==> config.mk <==
export PLATFORM = sky130hd
export DESIGN_NAME = psk_decoder
export DESIGN_NICKNAME = d
export VERILOG_FILES = /design/src/rtl/core/psk_pkg.sv /design/src/rtl/core/psk_decoder.sv
export SDC_FILE = /design/constraint.sdc
export NUM_CORES = 1
export LEC_CHECK = 0
export ABC_AREA = 1
export BUFFER_PORTS_ARGS = -buffer_cell sky130_fd_sc_hd__buf_2
export CAP_MARGIN = 10
export CORE_ASPECT_RATIO = 0.9
export CORE_UTILIZATION = 47
export DETAILED_ROUTE_END_ITERATION = 6
export GPL_ROUTABILITY_DRIVEN = 1
export GPL_TIMING_DRIVEN = 0
export PLACE_DENSITY = 0.82
export SETUP_SLACK_MARGIN = 0.3
export SLEW_MARGIN = 40
export SYNTH_ARGS = -nofsm -noshare
export SYNTH_HDL_FRONTEND = slang
export SYNTH_SLANG_ARGS = --single-unit
==> constraint.sdc <==
create_clock -name vclk -period 3.2
set_clock_uncertainty 0.2 [all_clocks]
set_input_delay 0.64 -clock vclk [all_inputs]
set_output_delay 0.64 -clock vclk [all_outputs]
set_load 0.005 [all_outputs]
==> src/rtl/core/psk_pkg.sv <==
// Shared types and constants for the scan code key decoder.
package psk_pkg;

    localparam int NUM_CONSOLES = 8;
    localparam int MAP_ROWS     = 128;
    localparam int MAP_COLUMNS  = 6;
    localparam int TABLE_SIZE   = MAP_ROWS * MAP_COLUMNS;
    localparam int MAP_ADDR_W   = $clog2(TABLE_SIZE);
    localparam int MAP_INDEX_W  = 10;
    localparam int MAP_WORD_W   = 16;

    localparam int S_TDATA_W = 40;
    localparam int S_TUSER_W = 1;
    localparam int M_TDATA_W = 8;
    localparam int M_TUSER_W = 2;

    localparam logic [M_TUSER_W-1:0] KIND_CHAR    = 2'd0;
    localparam logic [M_TUSER_W-1:0] KIND_CONSOLE = 2'd1;
    localparam logic [M_TUSER_W-1:0] KIND_LED     = 2'd2;

    localparam logic [7:0] ASCII_ESC     = 8'h1B;
    localparam logic [7:0] ASCII_BRACKET = 8'h5B;

    typedef enum logic [2:0] {
        RES_NONE,
        RES_CHAR,
        RES_CONSOLE,
        RES_LED,
        RES_PAD
    } res_e_t;

    typedef enum logic [2:0] {
        ST_IDLE,
        ST_ATTR,
        ST_COL,
        ST_CLASS,
        ST_EMIT,
        ST_FLUSH
    } state_t;

    typedef struct packed {
        logic [5:0] mod_mask;
        logic [2:0] lock_mask;
        logic       set_esc;
        res_e_t     res;
        logic [7:0] value;
    } dec_t;

    function automatic logic [MAP_ADDR_W-1:0] map_base(input logic [6:0] code);
        logic [MAP_ADDR_W+3:0] prod;
        prod = {{(MAP_ADDR_W-3){1'b0}}, code} * (MAP_ADDR_W + 4)'(MAP_COLUMNS);
        return prod[MAP_ADDR_W-1:0];
    endfunction

endpackage

==> src/rtl/core/psk_decoder.sv <==
// Keymap column selection and classification of a mapped key entry.
module psk_decoder (
    input  logic [6:0]                     code,
    input  logic                           make,
    input  logic                           esc,
    input  logic [5:0]                     mods,
    input  logic [2:0]                     locks,
    input  logic [psk_pkg::MAP_WORD_W-1:0] ram_word,
    output logic [psk_pkg::MAP_ADDR_W-1:0] base_addr,
    output logic [psk_pkg::MAP_ADDR_W-1:0] col_addr,
    output psk_pkg::dec_t                  dec
);
    import psk_pkg::*;

    localparam logic [14:0] ENT_EXT      = 15'h0100;
    localparam logic [14:0] ENT_CTRL     = 15'h0200;
    localparam logic [14:0] ENT_SHIFT    = 15'h0400;
    localparam logic [14:0] ENT_ALT      = 15'h0800;
    localparam logic [14:0] ENT_ESCKEY   = 15'h1000;
    localparam logic [14:0] ENT_CAPSLOCK = ENT_EXT + 15'h0D;
    localparam logic [14:0] ENT_NUMLOCK  = ENT_EXT + 15'h0E;
    localparam logic [14:0] ENT_SCRLOCK  = ENT_EXT + 15'h0F;
    localparam logic [14:0] ENT_PAD_LO   = ENT_EXT + 15'h01;
    localparam logic [14:0] ENT_PAD_HI   = ENT_EXT + 15'h0C;
    localparam logic [14:0] ENT_ALT_F1   = ENT_ALT + 15'h10;
    localparam logic [14:0] ENT_ALT_ESC  = 15'h009B;
    localparam logic [14:0] ENT_ALT_END  = ENT_ALT_F1 + 15'(NUM_CONSOLES - 1);

    localparam logic [5:0] M_SHL = 6'h01;
    localparam logic [5:0] M_SHR = 6'h02;
    localparam logic [5:0] M_CTL = 6'h04;
    localparam logic [5:0] M_CTR = 6'h08;
    localparam logic [5:0] M_ALL = 6'h10;
    localparam logic [5:0] M_ALR = 6'h20;

    localparam logic [2:0] LK_SCROLL = 3'd1;
    localparam logic [2:0] LK_NUM    = 3'd2;
    localparam logic [2:0] LK_CAPS   = 3'd4;

    localparam logic [6:0] CODE_RSHIFT = 7'h36;
    localparam logic [6:0] CODE_SLASH  = 7'h35;
    localparam logic [6:0] CODE_PAD_LO = 7'h47;
    localparam logic [6:0] CODE_PAD_HI = 7'h53;

    function automatic logic [7:0] pad_letter(input logic [3:0] idx);
        logic [7:0] r;
        case (idx)
            4'd0:    r = "H";
            4'd1:    r = "Y";
            4'd2:    r = "A";
            4'd3:    r = "B";
            4'd4:    r = "D";
            4'd5:    r = "C";
            4'd6:    r = "V";
            4'd7:    r = "U";
            4'd8:    r = "G";
            4'd9:    r = "S";
            4'd10:   r = "T";
            default: r = "@";
        endcase
        return r;
    endfunction

    logic        sh;
    logic        ct;
    logic        al;
    logic        caps;
    logic [2:0]  col;
    logic [14:0] ch;
    logic [14:0] pad_off;
    logic [14:0] con_off;

    assign base_addr = map_base(code);
    assign col_addr  = base_addr + MAP_ADDR_W'(col);

    always_comb begin
        sh   = |mods[1:0];
        ct   = |mods[3:2];
        al   = |mods[5:4];
        caps = sh ^ (locks[1] && code >= CODE_PAD_LO && code <= CODE_PAD_HI)
                  ^ (locks[2] && ram_word[15]);
        if (al) begin
            col = caps ? 3'd4 : ((ct || mods[5]) ? 3'd3 : 3'd2);
        end else begin
            col = ct ? 3'd5 : (caps ? 3'd1 : 3'd0);
        end
    end

    always_comb begin
        ch      = (code == CODE_SLASH && esc) ? 15'h002F : ram_word[14:0];
        pad_off = ch - ENT_PAD_LO;
        con_off = ch - ENT_ALT_F1 + 15'd1;
        dec           = '0;
        dec.res       = RES_NONE;
        case (ch)
            ENT_CTRL:     dec.mod_mask  = esc ? M_CTR : M_CTL;
            ENT_SHIFT:    dec.mod_mask  = (code == CODE_RSHIFT) ? M_SHR : M_SHL;
            ENT_ALT:      dec.mod_mask  = esc ? M_ALR : M_ALL;
            ENT_CAPSLOCK: dec.lock_mask = LK_CAPS;
            ENT_NUMLOCK:  dec.lock_mask = LK_NUM;
            ENT_SCRLOCK:  dec.lock_mask = LK_SCROLL;
            ENT_ESCKEY:   dec.set_esc   = 1'b1;
            default: begin
                if (make) begin
                    if (ch == ENT_ALT_ESC) begin
                        dec.res = RES_CONSOLE;
                    end else if (ch >= 15'd1 && ch <= 15'h00FF) begin
                        dec.res   = RES_CHAR;
                        dec.value = ch[7:0];
                    end else if (ch >= ENT_PAD_LO && ch <= ENT_PAD_HI) begin
                        dec.res   = RES_PAD;
                        dec.value = pad_letter(pad_off[3:0]);
                    end else if (ch >= ENT_ALT_F1 && ch < ENT_ALT_END) begin
                        dec.res   = RES_CONSOLE;
                        dec.value = con_off[7:0];
                    end
                end
            end
        endcase
    end

endmodule
# Yosys cells after proc, flatten, opt, wreduce, memory -nomap -nowiden
# Memory sizes are Yosys's and may differ from the RTL's.
# Cells that the tools add are included.
# W data, S select, Z words.
[classes] n_addsub=4 n_mul=1 magnitude_cmp=8 n_eq_ne=10 n_mux=19 bitwise=2 reduce_logical=12
[ops] operator="$eq A15 B9 Y1 const B" n=3
[ops] operator="$mux W11" n=4
[ops] operator="$pmux W6 S3" n=1
[ops] operator="$eq A15 B10 Y1 const B" n=1
[ops] operator="$eq A15 B11 Y1 const B" n=1
[ops] operator="$eq A15 B12 Y1 const B" n=1
[ops] operator="$eq A15 B13 Y1 const B" n=1
[ops] operator="$eq A15 B8 Y1 const B" n=1
[ops] operator="$ge A15 B1 Y1 const B" n=1
[ops] operator="$ge A15 B12 Y1 const B" n=1
[ops] operator="$ge A15 B9 Y1 const B" n=1
[ops] operator="$le A15 B8 Y1 const B" n=1
[ops] operator="$le A15 B9 Y1 const B" n=1
[ops] operator="$lt A15 B12 Y1 const B" n=1
[ops] operator="$mux W15" n=1
[ops] operator="$eq A7 B6 Y1 const B" n=2
[ops] operator="$mux W3" n=4
[ops] operator="$add A10 B3 Y10" n=1
[ops] operator="$mux W10" n=1
[ops] operator="$mul A7 B2 Y9 const B" n=1
[ops] operator="$pmux W3 S3" n=1
[ops] operator="$add A8 B1 Y8 const B" n=1
[ops] operator="$mux W8" n=1
[ops] operator="$sub A8 B5 Y8 const B" n=1
[ops] operator="12 further kinds" n=23
[totals] ff_bits=0 romBits=80 in_bits=34 out_inout_bits=41 elab_cells=57 mem_count=1
[mem_list] name="(name not given)" depth=16 word_bits=5 rd=1 rd_clocked_by_memory_dff=0 write_ports=0 line_no="psk_decoder.sv:47" text="case (idx)"

# Longest topological paths before layout
# Gate-level depths: netlist (run 1).
[logic_depth] ltp_word=11 mapped_depth=18 ltp_nobuf=18

# Least setup slack after synthesis (run 1)
# Ideal clock, no wire load.
[synth_path] path_type="input to output" start="input code[3]" end="output col_addr[9] in the netlist's numbering" t_arrival_ns=2.615 required_ns=2.360 path_slack_ns=-0.255 stages=13 n_path_buf=0 cell_sequence="inv_1 > ha_1 > nand4_1 > o2111ai_1 > nand4_1 > a21oi_1 > ha_1 > fa_1 > nand3_1 > nor3_1 > nand3_1 > nand2_1 > nand2_1"
[synth_via] elab_chain_cells=9 elab_cells_between_ends=12 cone_classes="add/sub (1); mul (1); order compare (2); mux (4); bitwise (2); reduce/logical (2)"
[synth_lines] item="start, declared" line_no="psk_decoder.sv:3" text="input logic [6:0] code,"
[synth_lines] item="branches (longest 8 deep; another with $mul A7 B2 Y9)"
[synth_lines] item="$add A10 B3 Y10 (*)" line_no="psk_decoder.sv:74" text="assign col_addr = base_addr + MAP_ADDR_W'(col);"
[synth_lines] item="end, declared" line_no="psk_decoder.sv:10" text="output logic [psk_pkg::MAP_ADDR_W-1:0] col_addr,"
# Every way passes the cells marked *.

==> metrics.md, run 1 <==
| Metric | Value |
|---|---|
| Place WS | -0.645 ns |
| Synth warn | 0 |
| Final Power | 522 uW |
| Yosys cell types | 34 |
| Max VDD drop | 0.133 mV |
| Initial Util | 49.0% |
| Most used cell, CP | nor2_2 |
| Ratio of final minimum period to clock period | 125% |
| Measured slew at the worst slew-check pin | 0.496 ns |
| Antenna violations before repair | 0 |
| Yosys top cell by area | ha_1 |
| WL per Instance | 22.5 um |
| Unrepaired setup endpoints after global routing | true |
| Final Hold Viols | 0 |
| Seq/Total Area, Yosys | 0% |
| # port buffers | 73 |
| WP data arrival | 3.17 ns |
| Die height | 60.9 um |
| RD Place Congestion | 0.901 |
| Synth top area share | 17.2% |
| DR vias/cell | 6.70 |
| Nets | 509 |
| Pin count of the biggest net entering global routing | 11 |
| Final setup viols | 33 |
| Overall Global Routing Usage | 38.0% |
| Crit end category | output pin |
| Chip width | 67.5 um |
| Sequential cells | 0 |
| DP HPWL | 4.39 mm |
| Post-Synthesis Cells | 324 |
| Max Slew Vio Count | 0 |
| CP Max Fanout | 6 |
| Filler cells | 124 |
| Max-cap violations | 0 |
| Worst Setup Slack, final | -0.808 ns |
| PD cells | 151 nW/um2 |
| Post-layout min period | 4.01 ns |
| Register cell area after layout | 0 um2 |
| Synth area leaders | ha_1 17%, nand2_1 14%, inv_1 13%, nor2_1 8.9%, nand3_1 8.3% |
| Grt total ovfl | 0 |
| Drt total wl | 11.1 mm |
| Mean Syn Cell Area | 5.60 um2 |
| CP cell instances | buf_8, clkinvlp_4, ha_4, buf_6, buf_4, nand3_1, nor2_2, nor2_2, nand2_1, nor2_1, nand2_1, nor2_1, nor2_2, nand4_1, nor2_2, buf_2 |
| Violated checks | design-rule violations, negative setup slack |
| Clock buffers | 0 |
| Cts hold-fix bufs | 0 |
| Fmax | 250 MHz |
| WP data required | 2.36 ns |
| Slowest cell on the critical path | nor2_2 |
| Via count | 3297 |
| Post-Syn Nets | 385 |
| ANT nets after route | 0 |
| Fraction of layout cells with a size suffix above 1 | 58.1% |
| Setup CP Type | in2out |
| Final core utilization | 93.3% |
| CORE AREA | 3700 um2 |
| I/O pin count | 75 |
| Die area | 4110 um2 |
| N_diodes | 0 |
| Syn-to-layout area delta | 90.6% |
| Max_slew headroom | 66.7% |
| # DRC | 16 |
| Vias in the first global route | 2590 |
| Num rows | 21 |
| Total negative slack | -15.61 ns |
| Hold Slack | 1.40 ns |
| Leak pwr | 0.00174 uW |
| Tightest Hold Check Type | in2out |
| First-pass GRT wire length | 11.9 mm |
| Startpoint types | input pin |
| TritonRoute pass-1 iters | 7 |
| Synth Cell Area | 1810 um2 |
| Status | complete, but fails checks |
| Initial DRC count | 711 |
| CP peak stage delay | 0.28 ns |
[final timing paths]
kind    start  endpoint  slack [ns]  cells past startpoint
max   code[3]    dec[1]       -0.81                     16
min       esc   dec[19]        1.40                      3
[kinds of logic after synthesis]
| kind of cell | synth area share, % |
|---|---|
| AND/OR/NAND/NOR | 47.7 |
| buffers and inverters | 15.5 |
| AO/OA/AOI/OAI | 12.3 |
| adder cells (fa/ha/maj) | 19.4 |
| XOR/XNOR | 4.83 |
| other | 0.207 |
[report_power, final]
group          switching (uW)  internal [uW]
Combinational             303            219
Clock                       0              0
Sequential                  0              0
Total                     303            219
[final cells by class]
| class | count | area [um2] | area share [%] |
|---|---|---|---|
| tap | 46 | 57.6 | 1.66 |
| buffer | 5 | 52.6 | 1.52 |
| multi-input combinational | 257 | 2160 | 62.6 |
| timing repair buffer | 122 | 917 | 26.5 |
| inverter | 62 | 267 | 7.71 |
[metrics by stage]
stage	std cells	area, um2
after floorplan	324	2070
after global placement	443	2490
after detailed placement	443	2490
after CTS	481	3100
after global routing	492	3460
final	492	3460
[repair_timing]
item                       CTS  global route
gates resized for setup     74            70
setup endpoints to repair   36            37
gates cloned                 0             0
pin swaps                   35            41
setup buffers               38            11
[critical path, delay by kind of cell]
| kind | cells | cell delay (ns) |
|---|---|---|
| AND/OR/NAND/NOR | 10 | 1.74 |
| adder cells (fa/ha/maj) | 1 | 0.18 |
| buffers and inverters | 5 | 0.60 |
[metal layers]
metal  up-vias  global-route usage, %  share of wire (%)
li1       1300                      -                  -
met1      1478                   47.0                 32
met2       365                   65.6                 44
met3       154                   5.45                 13
met4         0                   15.8                 11
met5         -                      0                  0
[layout by cell type (no fill, tap or decap), types with 3 or more instances in the layout]
master | synthesis | routed
nand3_2 | 1 | 10
nand3_1 | 30 | 18
ha_2 | 0 | 4
a21oi_1 | 11 | 4
nor2_2 | 3 | 14
or2_2 | 3 | 3
buf_2 | 0 | 63
nand3b_1 | 4 | 4
nor3_4 | 0 | 3
o21ai_0 | 12 | 3
xor2_1 | 6 | 4
o21ai_1 | 1 | 4
inv_1 | 61 | 46
buf_12 | 0 | 4
ha_1 | 25 | 9
buf_6 | 3 | 27
nand2_2 | 3 | 20
a21oi_2 | 0 | 6
inv_2 | 1 | 10
ha_4 | 0 | 12
nand3_4 | 1 | 4
nor2_1 | 43 | 22
nand2_1 | 68 | 42
buf_8 | 0 | 3
nor2_4 | 2 | 12
nand2_4 | 1 | 8
nor3_1 | 6 | 3
nand4_1 | 17 | 17
o211ai_1 | 4 | 4
buf_4 | 2 | 29
o21ai_2 | 0 | 5
[cell usage after synthesis (all sizes together)]
master and n:
o31ai 2, a21oi 12, inv 62, nand4 17, conb 1, buf 5
nor3 6, o2111ai 1, xor2 6, ha 25, o211ai 4, fa 2
nor3b 1, o21a 1, o21ai 13, or2 3, nand2 72, nand3b 4
a31oi 2, and2 1, nor2 48, nand3 32, xnor2 4
Power figures use the tool's default switching activity.
==> run 2: changes to the inputs <==
Settings changed: CORE_ASPECT_RATIO 0.9 to unset.
==> run 2 against run 1 <==
  * The run ends with negative setup slack left
  * Die area is essentially flat
  * Via count down 17%
  * Final cell count down 1.0%
  * Count of clock-buffer cells in the layout is the same
  * Largest power group unchanged
  * Non-clock buffer count decreased by 7
==> metrics.md, run 2 (synthesis results as in run 1) <==
| Metric | Value |
|---|---|
| Status | complete, but fails checks (unchanged) |
| Violated checks | negative setup slack (was design-rule violations, negative setup slack) |
| Grt total ovfl | 0 (unchanged) |
| Cts hold-fix bufs | 0 (unchanged) |
| Chip width | 64.1 um (was 67.5 um) |
| WL per Instance | 16.3 um (was 22.5 um) |
| Die height | 64.1 um (was 60.9 um) |
| Overall Global Routing Usage | 32.3% (was 38.0%) |
| Tightest Hold Check Type | in2out (unchanged) |
| Startpoint types | input pin (unchanged) |
| Sw frac | 56.1% (was 58.0%) |
| Met1 global-route usage | 36.1% (was 47.0%) |
| WP data required | 2.36 ns (about the same) |
| Fmax | 255 MHz (was 250 MHz) |
| Fraction of layout cells with a size suffix above 1 | 53.5% (was 58.1%) |
| Most frequent cells in the layout | 66 x buf_2, 48 x inv_1, 48 x nand2_1 (was 63 x buf_2, 46 x inv_1, 42 x nand2_1) |
| Slowest cell on the critical path | fa_2 (was nor2_2) |
| CP Max Fanout | 3 (was 6) |
| Register cell area after layout | 0 um2 (unchanged) |
| Initial Util | 49.2% (was 49.0%) |
| Setup CP Type | in2out (unchanged) |
| Met3 Track Usage GR | 3.39% (was 5.45%) |
| Max Slew Vio Count | 0 (unchanged) |
| Unrepaired setup endpoints after global routing | true (unchanged) |
| Reg power frac | 0% (about the same) |
| Die area | 4110 um2 (about the same) |
| Initial DRC count | 242 (was 711) |
| First-pass GRT wire length | 10.8 mm (was 11.9 mm) |
| Antenna violations before repair | 0 (unchanged) |
| PD cells | 136 nW/um2 (was 151 nW/um2) |
| TritonRoute pass-1 iters | 5 (was 7) |
| Internal | 194 uW (was 219 uW) |
| # port buffers | 73 (unchanged) |
| Via count | 2749 (was 3297) |
| Worst Setup Slack, final | -0.716 ns (was -0.808 ns) |
| Num rows | 22 (was 21) |
| ANT nets after route | 0 (unchanged) |
| Pin count of the biggest net entering global routing | 11 (unchanged) |
| N_diodes | 0 (unchanged) |
| Ratio of final minimum period to clock period | 122% (was 125%) |
| CORE AREA | 3690 um2 (was 3700 um2) |
| Final setup viols | 28 (was 33) |
| Hold Slack | 1.39 ns (was 1.40 ns) |
| Final Hold Viols | 0 (unchanged) |
| # DRC | 0 (was 16) |
| Clock buffers | 0 (unchanged) |
| Gr busiest metal | met2 (unchanged) |
| CP cell instances | buf_2, inv_2, ha_2, inv_1, o2111ai_2, nand4_1, a21oi_4, nor2_2, buf_4, fa_2, nand3_4, nor3_4, buf_4, xor2_1, buf_2 (was buf_8, clkinvlp_4, ha_4, buf_6, buf_4, nand3_1, nor2_2, nor2_2, nand2_1, nor2_1, nand2_1, nor2_1, nor2_2, nand4_1, nor2_2, buf_2) |
| GR Util met2 | 61.6% (was 65.6%) |
| WP buf/inv | 6 (was 5) |
| P_sw | 248 uW (was 303 uW) |
| CP peak stage delay | 0.38 ns (was 0.28 ns) |
| DR vias/cell | 5.64 (was 6.70) |
| Post-layout min period | 3.92 ns (was 4.01 ns) |
| Hold_sp | esc (unchanged) |
| Max-cap violations | 0 (unchanged) |
| I/O pin count | 75 (unchanged) |
| Sequential cells | 0 (unchanged) |
| Delay-heaviest family, CP | buffers and inverters (was simple AND/OR/NAND/NOR gates) |
| Crit. Startpoint | code[5] (was code[3]) |
| DP HPWL | 4.31 mm (was 4.39 mm) |
| Leak pwr | 0.00167 uW (was 0.00174 uW) |
| Max VDD drop | 0.139 mV (was 0.133 mV) |
| Nets | 502 (was 509) |
| Total negative slack | -10.76 ns (was -15.61 ns) |
| Combinational Power Share | 100.0% (about the same) |
| RD Place Congestion | 0.854 (was 0.901) |
| Drt total wl | 7.96 mm (was 11.1 mm) |
| Vias in the first global route | 2473 (was 2590) |
| WP data arrival | 3.08 ns (was 3.17 ns) |
| Syn-to-layout area delta | 79.2% (was 90.6%) |
| Clock Power Share | 0% (about the same) |
| Crit end category | output pin (unchanged) |
| Commonest non-fill, non-tap cell in the layout | buf_2 (unchanged) |
run 2: cell count changes in the layout (fill, tap and decap cells not counted), sizes merged:
cell    change
buf         -6
inv         +2
clkinv      -2
clkbuf      -1
run 2: per-layer routing:
metal / wire length, um / vias to the layer above
li1: - / 1281
met1: 3060 / 1276
met2: 4100 / 148
met3: 399 / 44
met4: 394 / 0
met5: 0 / -
run 2: path summary, 6_finish.rpt:
kind,end,slack [ns],cells past startpoint
hold / removal,dec[19],1.39,3
setup / recovery,col_addr[7],-0.72,15
run 2: cell type report:
cell class / count / area [um2]
Buffer: 5 / 52.6
Fill cell: 201 / 437
Multi-Input combinational cell: 257 / 2070
Tap cell: 48 / 60.1
Timing Repair Buffer: 115 / 815
Inverter: 62 / 254
run 2: timing repair:
action                                  4_1_cts  5_1_grt
gates resized for setup                      75       32
pin swaps                                    52       25
buffers inserted                             31       11
endpoints found under the setup margin       36       37
run 2: power by group through the flow:
stage,Combinational (uW),Clock (uW),Sequential (uW)
2_1_floorplan,197,0,0
3_3_place_gp,299,0,0
3_5_place_dp,306,0,0
4_1_cts,375,0,0
5_1_grt,469,0,0
6_report,442,0,0
run 2: metrics by stage:
stage | std cells | cell area (um2) | setup WS (ns) | util (%) | power [uW]
3_3_place_gp | 445 | 2490 | -0.547 | 67.6 | 299
3_5_place_dp | 445 | 2490 | -0.587 | 67.6 | 306
2_1_floorplan | 324 | 2070 | -0.0664 | - | 197
5_1_grt | 487 | 3250 | -0.881 | 88.2 | 469
6_report | 487 | 3250 | -0.716 | 88.2 | 442
4_1_cts | 476 | 3040 | -0.450 | 82.5 | 375
